==> src/metr_pkg.sv <==
// Shared types and constants for the Manchester edge-timing receiver.
// No dependencies; imported by every module under src.
package metr_pkg;

	localparam int NUM_PORTS  = 4;
	localparam int PORT_W     = 2;
	localparam int TS_W       = 32;
	localparam int BT_W       = 20;
	localparam int LIM_W      = BT_W + 3;
	localparam int D5_W       = TS_W + 3;
	localparam int POS_W      = 9;
	localparam int BIT_CNT_W  = 3;
	localparam int FIFO_DEPTH = 4;
	localparam int FIFO_AW    = 2;

	localparam logic [BT_W-1:0] BIT_TIME_RESET = BT_W'(5000);

	typedef enum logic [1:0] {
		KIND_BYTE     = 2'd0,
		KIND_END_GOOD = 2'd1,
		KIND_END_BAD  = 2'd2,
		KIND_RESYNC   = 2'd3
	} metr_kind_t;

	// interval windows, open on both sides: 4T < 5d < 6T full, 2T < 5d < 3T half
	typedef struct packed {
		logic [LIM_W-1:0] full_lo;
		logic [LIM_W-1:0] full_hi;
		logic [LIM_W-1:0] half_lo;
		logic [LIM_W-1:0] half_hi;
	} metr_lim_t;

	// classified edge handed from the front to the back
	typedef struct packed {
		logic [PORT_W-1:0] port;
		logic              level;
		logic              full;
		logic              half;
	} metr_edge_t;

	function automatic metr_lim_t metr_limits(input logic [BT_W-1:0] t);
		metr_lim_t l;
		l.full_lo = {t, 2'b00, 1'b0} >> 1;
		l.full_hi = LIM_W'({t, 2'b00}) + LIM_W'({t, 1'b0});
		l.half_lo = LIM_W'({t, 1'b0});
		l.half_hi = LIM_W'({t, 1'b0}) + LIM_W'(t);
		return l;
	endfunction

endpackage

==> src/metr_front.sv <==
// Front end: accepts edges, keeps per-port last edge times and the timing
// windows, and classifies each interval. Depends on metr_pkg.
module metr_front import metr_pkg::*; (
	input  logic                clk,
	input  logic                arst_n,
	input  logic                cfg_wr_en,
	input  logic [BT_W-1:0]     cfg_wr_data,
	input  logic                in_valid,
	output logic                in_stall,
	input  logic [PORT_W-1:0]   port,
	input  logic                level,
	input  logic [TS_W-1:0]     timestamp,
	output logic                push,
	output metr_edge_t          push_data,
	input  logic                fifo_full
);

	metr_lim_t         lim_q;
	logic [TS_W-1:0]   last_q [NUM_PORTS];
	logic              valid_s1;
	logic [PORT_W-1:0] port_s1;
	logic              level_s1;
	logic [TS_W-1:0]   d_s1;
	logic [D5_W-1:0]   d5;
	logic              port_ok;
	logic              accept;

	assign port_ok  = 32'(port) < NUM_PORTS;
	assign in_stall = valid_s1 && fifo_full;
	assign accept   = in_valid && !in_stall;
	assign push     = valid_s1 && !fifo_full;

	always_ff @(posedge clk or negedge arst_n) begin
		if (!arst_n) begin
			lim_q    <= metr_limits(BIT_TIME_RESET);
			valid_s1 <= 1'b0;
			for (int i = 0; i < NUM_PORTS; i++) begin
				last_q[i] <= '0;
			end
		end else begin
			if (cfg_wr_en) begin
				lim_q <= metr_limits(cfg_wr_data);
			end
			if (!in_stall) begin
				valid_s1 <= accept && port_ok;
			end
			if (accept && port_ok) begin
				last_q[port] <= timestamp;
			end
		end
	end

	// payload: interval modulo 2^32
	always_ff @(posedge clk) begin
		if (accept) begin
			port_s1  <= port;
			level_s1 <= level;
			d_s1     <= timestamp - last_q[port];
		end
	end

	assign d5 = D5_W'({d_s1, 2'b00}) + D5_W'(d_s1);

	always_comb begin
		push_data.port  = port_s1;
		push_data.level = level_s1;
		push_data.full  = (d5 > D5_W'(lim_q.full_lo)) && (d5 < D5_W'(lim_q.full_hi));
		push_data.half  = (d5 > D5_W'(lim_q.half_lo)) && (d5 < D5_W'(lim_q.half_hi));
	end

endmodule

==> src/metr_fifo.sv <==
// Short queue of classified edges between front and back.
// Depends on metr_pkg.
module metr_fifo import metr_pkg::*; (
	input  logic       clk,
	input  logic       arst_n,
	input  logic       push,
	input  metr_edge_t push_data,
	input  logic       pop,
	output metr_edge_t pop_data,
	output logic       full,
	output logic       empty
);

	metr_edge_t         mem_q [FIFO_DEPTH];
	logic [FIFO_AW-1:0] wr_ptr_q;
	logic [FIFO_AW-1:0] rd_ptr_q;
	logic [FIFO_AW:0]   count_q;

	assign full     = count_q == (FIFO_AW+1)'(FIFO_DEPTH);
	assign empty    = count_q == '0;
	assign pop_data = mem_q[rd_ptr_q];

	always_ff @(posedge clk or negedge arst_n) begin
		if (!arst_n) begin
			wr_ptr_q <= '0;
			rd_ptr_q <= '0;
			count_q  <= '0;
		end else begin
			if (push) begin
				wr_ptr_q <= wr_ptr_q + 1'b1;
			end
			if (pop) begin
				rd_ptr_q <= rd_ptr_q + 1'b1;
			end
			if (push && !pop) begin
				count_q <= count_q + 1'b1;
			end else if (pop && !push) begin
				count_q <= count_q - 1'b1;
			end
		end
	end

	always_ff @(posedge clk) begin
		if (push) begin
			mem_q[wr_ptr_q] <= push_data;
		end
	end

endmodule

==> src/metr_back.sv <==
// Back end: per-port sync, bit and frame assembly, checksum, and the output
// register that drives the result channel. Depends on metr_pkg.
module metr_back import metr_pkg::*; (
	input  logic              clk,
	input  logic              arst_n,
	input  logic              empty,
	input  metr_edge_t        pop_data,
	output logic              pop,
	output logic              out_valid,
	input  logic              out_stall,
	output logic [PORT_W-1:0] out_port,
	output logic [1:0]        kind,
	output logic [7:0]        byte_value,
	output logic [POS_W-1:0]  byte_index
);

	logic                 synced_q    [NUM_PORTS];
	logic                 half_q      [NUM_PORTS];
	logic [BIT_CNT_W-1:0] cnt_q       [NUM_PORTS];
	logic [7:0]           shift_q     [NUM_PORTS];
	logic [POS_W-1:0]     pos_q       [NUM_PORTS];
	logic [7:0]           len_q       [NUM_PORTS];
	logic [7:0]           sum_q       [NUM_PORTS];

	logic                 out_valid_q;
	logic [PORT_W-1:0]    out_port_q;
	metr_kind_t           kind_q;
	logic [7:0]           byte_q;
	logic [POS_W-1:0]     index_q;

	logic                 n_synced, n_half, n_clear, n_res;
	logic [BIT_CNT_W-1:0] n_cnt;
	logic [7:0]           n_shift, n_len, n_sum, b;
	logic [POS_W-1:0]     n_pos, pos;
	metr_kind_t           n_kind;
	logic                 store;
	logic [PORT_W-1:0]    p;

	assign pop = !empty && (!out_valid_q || !out_stall);
	assign p   = pop_data.port;
	assign pos = pos_q[p];
	assign b   = {shift_q[p][6:0], pop_data.level};

	always_comb begin
		n_synced = synced_q[p];
		n_half   = half_q[p];
		n_cnt    = cnt_q[p];
		n_shift  = shift_q[p];
		n_pos    = pos;
		n_len    = len_q[p];
		n_sum    = sum_q[p];
		n_clear  = 1'b0;
		n_res    = 1'b0;
		n_kind   = KIND_BYTE;
		store    = 1'b0;

		if (!synced_q[p]) begin
			if (pop_data.full && pop_data.level) begin
				n_synced = 1'b1;
			end
		end else if (pop_data.full) begin
			store = 1'b1;
		end else if (pop_data.half) begin
			n_half = !half_q[p];
			store  = half_q[p];
		end else begin
			n_res   = 1'b1;
			n_kind  = KIND_RESYNC;
			n_clear = 1'b1;
		end

		if (store) begin
			n_shift = b;
			n_cnt   = cnt_q[p] + 1'b1;
			if (&cnt_q[p]) begin
				n_res   = 1'b1;
				n_shift = '0;
				if (pos == '0) begin
					n_len = b;
				end
				if (pos != '0 && pos == POS_W'(len_q[p]) + 1'b1) begin
					n_kind  = (b == sum_q[p]) ? KIND_END_GOOD : KIND_END_BAD;
					n_clear = 1'b1;
				end else begin
					if (pos != '0) begin
						n_sum = sum_q[p] + b;
					end
					n_pos = pos + 1'b1;
				end
			end
		end
	end

	always_ff @(posedge clk or negedge arst_n) begin
		if (!arst_n) begin
			out_valid_q <= 1'b0;
			for (int i = 0; i < NUM_PORTS; i++) begin
				synced_q[i] <= 1'b0;
				half_q[i]   <= 1'b0;
				cnt_q[i]    <= '0;
				shift_q[i]  <= '0;
				pos_q[i]    <= '0;
				len_q[i]    <= '0;
				sum_q[i]    <= '0;
			end
		end else begin
			if (pop) begin
				out_valid_q <= n_res;
				if (n_clear) begin
					synced_q[p] <= 1'b0;
					half_q[p]   <= 1'b0;
					cnt_q[p]    <= '0;
					shift_q[p]  <= '0;
					pos_q[p]    <= '0;
					len_q[p]    <= '0;
					sum_q[p]    <= '0;
				end else begin
					synced_q[p] <= n_synced;
					half_q[p]   <= n_half;
					cnt_q[p]    <= n_cnt;
					shift_q[p]  <= n_shift;
					pos_q[p]    <= n_pos;
					len_q[p]    <= n_len;
					sum_q[p]    <= n_sum;
				end
			end else if (!out_stall) begin
				out_valid_q <= 1'b0;
			end
		end
	end

	// payload of the result word; a resync reports a zero byte
	always_ff @(posedge clk) begin
		if (pop && n_res) begin
			out_port_q <= p;
			kind_q     <= n_kind;
			byte_q     <= (n_kind == KIND_RESYNC) ? 8'h00 : b;
			index_q    <= pos;
		end
	end

	assign out_valid  = out_valid_q;
	assign out_port   = out_port_q;
	assign kind       = kind_q;
	assign byte_value = byte_q;
	assign byte_index = index_q;

endmodule

==> src/manchester_edge_timing_receiver.sv <==
// Four-port Manchester edge-timing receiver, top level.
// With no stall the result word passes the interval register, the queue and the
// output register in that order. Throughput: one edge per cycle while neither
// in_stall nor out_stall holds it, set by the per-port update in the back end.
// Reset (arst_n low): all ports unsynced and cleared, last edge times zero,
// bit time 5000 ticks; the queue and the output register empty.
module manchester_edge_timing_receiver import metr_pkg::*; (
	input  logic              clk,
	input  logic              arst_n,
	input  logic              cfg_wr_en,
	input  logic [BT_W-1:0]   cfg_wr_data,
	input  logic              in_valid,
	output logic              in_stall,
	input  logic [PORT_W-1:0] port,
	input  logic              level,
	input  logic [TS_W-1:0]   timestamp,
	output logic              out_valid,
	input  logic              out_stall,
	output logic [PORT_W-1:0] out_port,
	output logic [1:0]        kind,
	output logic [7:0]        byte_value,
	output logic [POS_W-1:0]  byte_index
);

	logic       push, pop, fifo_full, fifo_empty;
	metr_edge_t push_data, pop_data;

	metr_front u_front (
		.clk        (clk),
		.arst_n     (arst_n),
		.cfg_wr_en  (cfg_wr_en),
		.cfg_wr_data(cfg_wr_data),
		.in_valid   (in_valid),
		.in_stall   (in_stall),
		.port       (port),
		.level      (level),
		.timestamp  (timestamp),
		.push       (push),
		.push_data  (push_data),
		.fifo_full  (fifo_full)
	);

	metr_fifo u_fifo (
		.clk      (clk),
		.arst_n   (arst_n),
		.push     (push),
		.push_data(push_data),
		.pop      (pop),
		.pop_data (pop_data),
		.full     (fifo_full),
		.empty    (fifo_empty)
	);

	metr_back u_back (
		.clk       (clk),
		.arst_n    (arst_n),
		.empty     (fifo_empty),
		.pop_data  (pop_data),
		.pop       (pop),
		.out_valid (out_valid),
		.out_stall (out_stall),
		.out_port  (out_port),
		.kind      (kind),
		.byte_value(byte_value),
		.byte_index(byte_index)
	);

endmodule

==> config.mk <==
export PLATFORM = sky130hd
export DESIGN_NAME = manchester_edge_timing_receiver
export DESIGN_NICKNAME = d
export VERILOG_FILES = /design/src/metr_pkg.sv /design/src/metr_front.sv /design/src/metr_fifo.sv /design/src/metr_back.sv /design/src/manchester_edge_timing_receiver.sv
export SDC_FILE = /design/constraint.sdc
export NUM_CORES = 1
export LEC_CHECK = 0
export BUFFER_PORTS_ARGS = -buffer_cell sky130_fd_sc_hd__buf_2
export CORE_MARGIN = 1
export CORE_UTILIZATION = 40
export CTS_CLUSTER_DIAMETER = 80
export DETAILED_ROUTE_END_ITERATION = 16
export GPL_ROUTABILITY_DRIVEN = 0
export PLACE_DENSITY = 0.63
export SETUP_SLACK_MARGIN = 0.2
export SYNTH_ARGS = -nofsm -noshare
export SYNTH_HDL_FRONTEND = slang
export SYNTH_HIERARCHICAL = 1
export SYNTH_SLANG_ARGS = --single-unit
==> constraint.sdc <==
create_clock -name clk -period 7 [get_ports clk]
set_input_delay 1.05 -clock clk [delete_from_list [all_inputs] [get_ports clk]]
set_output_delay 1.05 -clock clk [all_outputs]
set_load 0.01 [all_outputs]
# [Word level (Yosys, flattened, before mapping)]
# Memories as Yosys holds them, arrays and structs flattened.
# Index checks and enable logic that the tools add are counted.
# Widths: inputs -> output; s select.
[classes] add_sub_neg=12 mul=0 div_mod_pow=0 n_lt_le_gt_ge=8 n_eq_ne=5 shift=0 muxes=91 bitwise=13 reduce_logical=27
[ops] operator="$mux 32" count=6
[ops] operator="$bwmux 128" count=1
[ops] operator="$mux 8" count=16
[ops] operator="$and 32x32->32" count=3
[ops] operator="$bwmux 32" count=3
[ops] operator="$lt 35x23->1" count=2
[ops] operator="$bmux 32 s2" count=1
[ops] operator="$demux 32 s2" count=1
[ops] operator="$mux 9" count=6
[ops] operator="$bmux 8 s2" count=3
[ops] operator="$and 36x36->36" count=1
[ops] operator="$bwmux 36" count=1
[ops] operator="$mux 36" count=1
[ops] operator="$not 36->36" count=1
[ops] operator="$add 34x32->35" count=1
[ops] operator="$gt 35x21->1" count=1
[ops] operator="$gt 35x22->1" count=1
[ops] operator="$not 32->32" count=1
[ops] operator="$sub 32x32->32" count=1
[ops] operator="$mux 1" count=25
[ops] operator="$add 22x21->23" count=1
[ops] operator="$add 21x20->22" count=1
[ops] operator="$bmux 9 s2" count=1
[ops] operator="$demux 9 s2" count=1
[ops] operator="37 further kinds" count=76
[totals] register_bits=411 latchBits=0 ramBits=20 mem_bits_ro=0 output_inout_bits=23 n_memories=1
[mem_list] name="u_fifo.mem_q" depth=4 word_bits=5 rd=1 rd_ports_with_merged_regs=0 write_ports=1 line_no="metr_fifo.sv:14" text="metr_edge_t mem_q [FIFO_DEPTH];"

# [Longest topological paths before layout]
# An unclocked memory read counts as a cell.
[logic_depth] depth_word=13 depth_mapped=19

# [Modules after synthesis]
# Netlist, hierarchy kept.
[by_module_without_submodules] module="metr_front" instances=1 cells_each=1262 area_per_inst_um2=13698.1 seq_area_each_um2=5320.1
[by_module_without_submodules] module="metr_back" instances=1 cells_each=750 area_per_inst_um2=8439.3 seq_area_each_um2=4359.2
[by_module_without_submodules] module="metr_fifo" instances=1 cells_each=61 area_per_inst_um2=1118.6 seq_area_each_um2=775.7

# [Least setup slack after synthesis]
# OpenSTA, ideal clock, no wires.
[synth_timing] kind="register -> register" startpoint="register u_fifo.rd_ptr_q[0]" endpoint="register u_back/sum_q[15] (netlist name)" setup_ns=0.065 t_arrival_ns=4.897 required_time_ns=6.935 slack_ns=2.038 stages_incl_launch_ff=18 path_buffers=6 synth_period_minus_slack_ns=4.962 cell_sequence="dfrtp_1 -> buf_6 -> mux4_2 -> buf_6 -> buf_12 -> buf_4 -> buf_1 -> buf_2 -> mux4_2 -> ha_1 -> a21o_1 -> a21oi_1 -> o21bai_1 -> a2111oi_0 -> nor3_1 -> or4_1 -> a21oi_2 -> mux2_2"
[synth_lines] element="from (decl)" line_no="metr_fifo.sv:16" text="logic [FIFO_AW-1:0] rd_ptr_q;"
[synth_lines] element="from (signal assigned)" line_no="metr_fifo.sv:33" text="rd_ptr_q <= rd_ptr_q + 1'b1;"
[synth_lines] element="to (signal, indexed assignment)" line_no="metr_back.sv:124" text="sum_q[p] <= n_sum;"
[synth_lines] element="to (decl)" line_no="metr_back.sv:23" text="logic [7:0] sum_q [NUM_PORTS];"

==> metrics.md <==
| Metric | Value |
|---|---|
| Status | `completed` |
| Final period util | `0.753` |
| FF+latch count, synth | `between 400 and 500` |
| Setup-failing EPs final | `0` |
| Crit Path Category | `flop to flop` |
| Largest net degree at the start of global routing | `between 150 and 200` |
| H-tree levels | `2` |
| Seq/Total Area, Yosys | `0.450` |
| R2r setup slk | `approximately 1700 ps` |
| WHS Endpoint | `u_back/pos_q[0]$_DFFE_PN0P_` |
| Setup TNS | `0 ps` |
| Final non-filler cell area | `around 0.026 mm²` |
| Hold depth | `2` |
| Synthesized cell area | `about 0.023 mm²` |
| Final Non-Filler Cells | `about 2900` |
| First-pass GRT wire length | `87.3 mm` |
| CTS tree | `yes` |
| Initial drt markers | `just over 900` |
| Synthesized instance count | `2073` |
| Simple-Gate Fraction of Synth Area | `0.0979` |
| DRC | `0` |
| Synth top area share | `0.338` |
| Mux cell area share after synthesis | `0.149` |
| Post-synth ARST share | `0.811` |
| Final slew viol count | `0` |
| Die X | `243 µm` |
| Worst slew pin tran | `1070 ps` |
| Post-Synthesis Net Count | `2320` |
| Worst-path clk slew | `roughly 60 ps` |
| Layout area overhead | `11.5%` |
| IO Count | `83` |
| Most used flip-flop cell after synthesis | `dfrtp_1` |
| Via density | `about 5.5` |
| Most frequent cell after synthesis | `dfrtp_1` |
| Share of cells above drive strength 1 | `0.208` |
| Most frequent cells after synthesis | `dfrtp_1, nand2_1, ha_1` |
| Die Area | `0.0591 mm²` |
| Setup bufs post-CTS | `0` |
| Routed WL | `between 50 and 60 mm` |
| DR WL/cell | `~18 µm` |
| Compound-Gate Fraction of Synth Area | `0.131` |
| Post-CTS Resized | `0` |
| CTS buffer count | `46` |
| Met1 usage in global routing | `0.250` |
| Worst skew pair latency | `approximately 600 ps` |
| First drt pass iteration count | `5` |
| Mapped Avg Cell Area | `about 11 µm²` |
| Cts hold-fix bufs | `0` |
| VDD IR max | `~0.25 mV` |
| Crit path required time | `~7500 ps` |
| Met3 GRT Util | `0.0257` |
| Post-synth EDFFs | `76` |
| Final Util | `0.450` |
| GRT Overall Usage | `0.181` |
| Clock net sink count | `between 400 and 500` |
| Number of cells on the worst reg-to-reg path | `12` |
| Input/output buffers | `between 80 and 90` |
| Post-DRT Antenna Nets | `0` |
| NumNets Final | `2388` |
| FP Rows | `just under 90` |
| Post-DP HPWL | `roughly 37 mm` |
| Vias in the first global route | `between 15000 and 20000` |
| Reg-to-Reg Start | `u_fifo/rd_ptr_q[0]$_DFFE_PN0P_` |
| Grt ovf | `0` |
| Crit path time final | `5270 ps` |
| Die Y | `approximately 240 µm` |
| Yosys top cell by area | `dfrtp_1` |
| Largest family of logic cells by synthesized area | `multiplexers` |
| RSZ-0062 raised after global routing | `no` |
| Placed inst area | `0.0244 mm²` |
| Critical path capture point type | `flop` |
| Clock tree buffer depth | `3` |
| Max Cap Viol | `0` |
| Max FO, Critical Path | `23` |
| Skew final | `around 38 ps` |
| M2 GR Usage | `0.296` |
| Max Fclk | `between 0.15 and 0.2 GHz` |
| Hold Crit Start | `u_back/pos_q[0]$_DFFE_PN0P_` |
| Startpoint Class | `flop` |
| WP data arrival | `~5800 ps` |
| HP Class | `flop to flop` |
| Vias | `16100` |
| Endpoints failing hold | `0` |
| RR Endpoint | `u_back/sum_q[23]$_DFFE_PN0P_` |
| Count of different cell masters after synthesis | `88` |
| CTS Root Cell | `clkbuf_16` |
| Layer with the highest usage | `met2` |
| Initial Utilization | `0.404` |
| Max-Slew Margin vs Limit | `0.288` |
| DP Cell Count | `~2900` |
| Synth Warn # | `6` |
| Static leakage | `between 10 and 15 nW` |
| Xor and xnor area share after synthesis | `0.0338` |
| Initial antenna violation count | `1` |
| Synth top area cells | `dfrtp_1, edfxtp_1, ha_1` |
| Core Region | `0.0576 mm²` |
| Synth Area in Adders | `0.102` |
| Pwr dens | `452 mW/mm²` |
through the flow:
step           total power [mW]  hold WS (ps)  setup WS [ps]
2_1_floorplan              7.88           438           2040
3_3_place_gp               9.10           454           1750
3_5_place_dp               9.36           462           1690
4_1_cts                    11.8           476           1690
5_1_grt                    12.7           492           1320
6_report                   11.7           473           1730
report_power, final:
part	internal (mW)	leakage, nW	switching (mW)
clock	1.40	0.743	0.982
sequential	2.99	4.87	0.267
combinational	2.51	5.71	3.58
total	6.90	11.3	4.83
layout make-up:
class	instances	area (µm²)
fillers	5250	31700
repair buffers	104	598
clock inverters	12	139
flip-flops and latches	402	10500
inverters	111	417
multi-input cells	1476	12000
clock buffers	73	1390
well taps	765	957
diodes	2	5.00
placed cells by master, fill, tap and decap left out, drive strengths merged, types with 6 or more instances in the layout:
cell / count
a211oi: 9
a21o: 44
a21oi: 96
a31oi: 7
and2: 15
and3: 9
buf: 104
clkbuf: 73
clkinv: 9
dfrtp: 314
dfstp: 12
edfxtp: 76
ha: 182
inv: 112
mux2: 136
mux2i: 25
mux4: 74
nand2: 238
nand2b: 18
nand3: 33
nand3b: 7
nand4: 20
nor2: 58
nor2b: 19
nor3: 23
nor4: 9
o211ai: 6
o21a: 16
o21ai: 214
o31ai: 34
or2: 16
or3: 7
xnor2: 54
xor2: 35
how the worst max path moves through the flow:
stage,slack [ps],cells past startpoint,to,start
after CTS,1690,11,u_back/pos_q[17]$_DFFE_PN0P_,u_fifo/rd_ptr_q[0]$_DFFE_PN0P_
after global placement,1750,14,u_front/d_s1[28]$_DFFE_PP_,port[0]
after detailed placement,1690,14,u_front/d_s1[30]$_DFFE_PP_,port[0]
after global routing,1320,11,u_back/pos_q[5]$_DFFE_PN0P_,u_fifo/rd_ptr_q[0]$_DFFE_PN0P_
after floorplan,2040,17,u_back/sum_q[15]$_DFFE_PN0P_,u_fifo/rd_ptr_q[0]$_DFFE_PN0P_
final,1730,12,u_back/sum_q[23]$_DFFE_PN0P_,u_fifo/rd_ptr_q[0]$_DFFE_PN0P_
sequential cells by signal (all words and copies together), names as in the netlist, 3 cells and up:
signal             count
u_fifo/mem_q          20
u_back/synced_q        4
u_back/sum_q          32
u_back/half_q          4
u_front/d_s1          32
u_back/pos_q          36
u_front/lim_q         41
u_back/cnt_q          12
u_back/len_q          32
u_back/byte_index      9
u_fifo/count_q         3
u_back/shift_q        28
u_front/last_q       128
u_back/byte_value      8
worst max-delay path, cell delays in order, from the launching register on:
cell and delay, ps:
dfrtp_1 500, mux4_2 950, buf_4 380, mux4_2 680
ha_1 360, a21o_1 170, a21oi_1 230, o21bai_1 110
a2111oi_0 750, nor3_1 150, or4_1 510, a21oi_2 230
mux2_2 190
layer usage:
metal  routed length (µm)  up-vias
met4                 1090        0
met5                    0        -
met3                 1930       72
met1                24800     8018
met2                24400      296
li1                     -     7693
cell families after synthesis:
family / count (synthesis)
buf+inv: 195
mux: 235
simple gates: 483
fa+ha+maj: 187
compound gates: 482
flops: 402
xor+xnor: 89
Power figures use the tool's default switching activity.
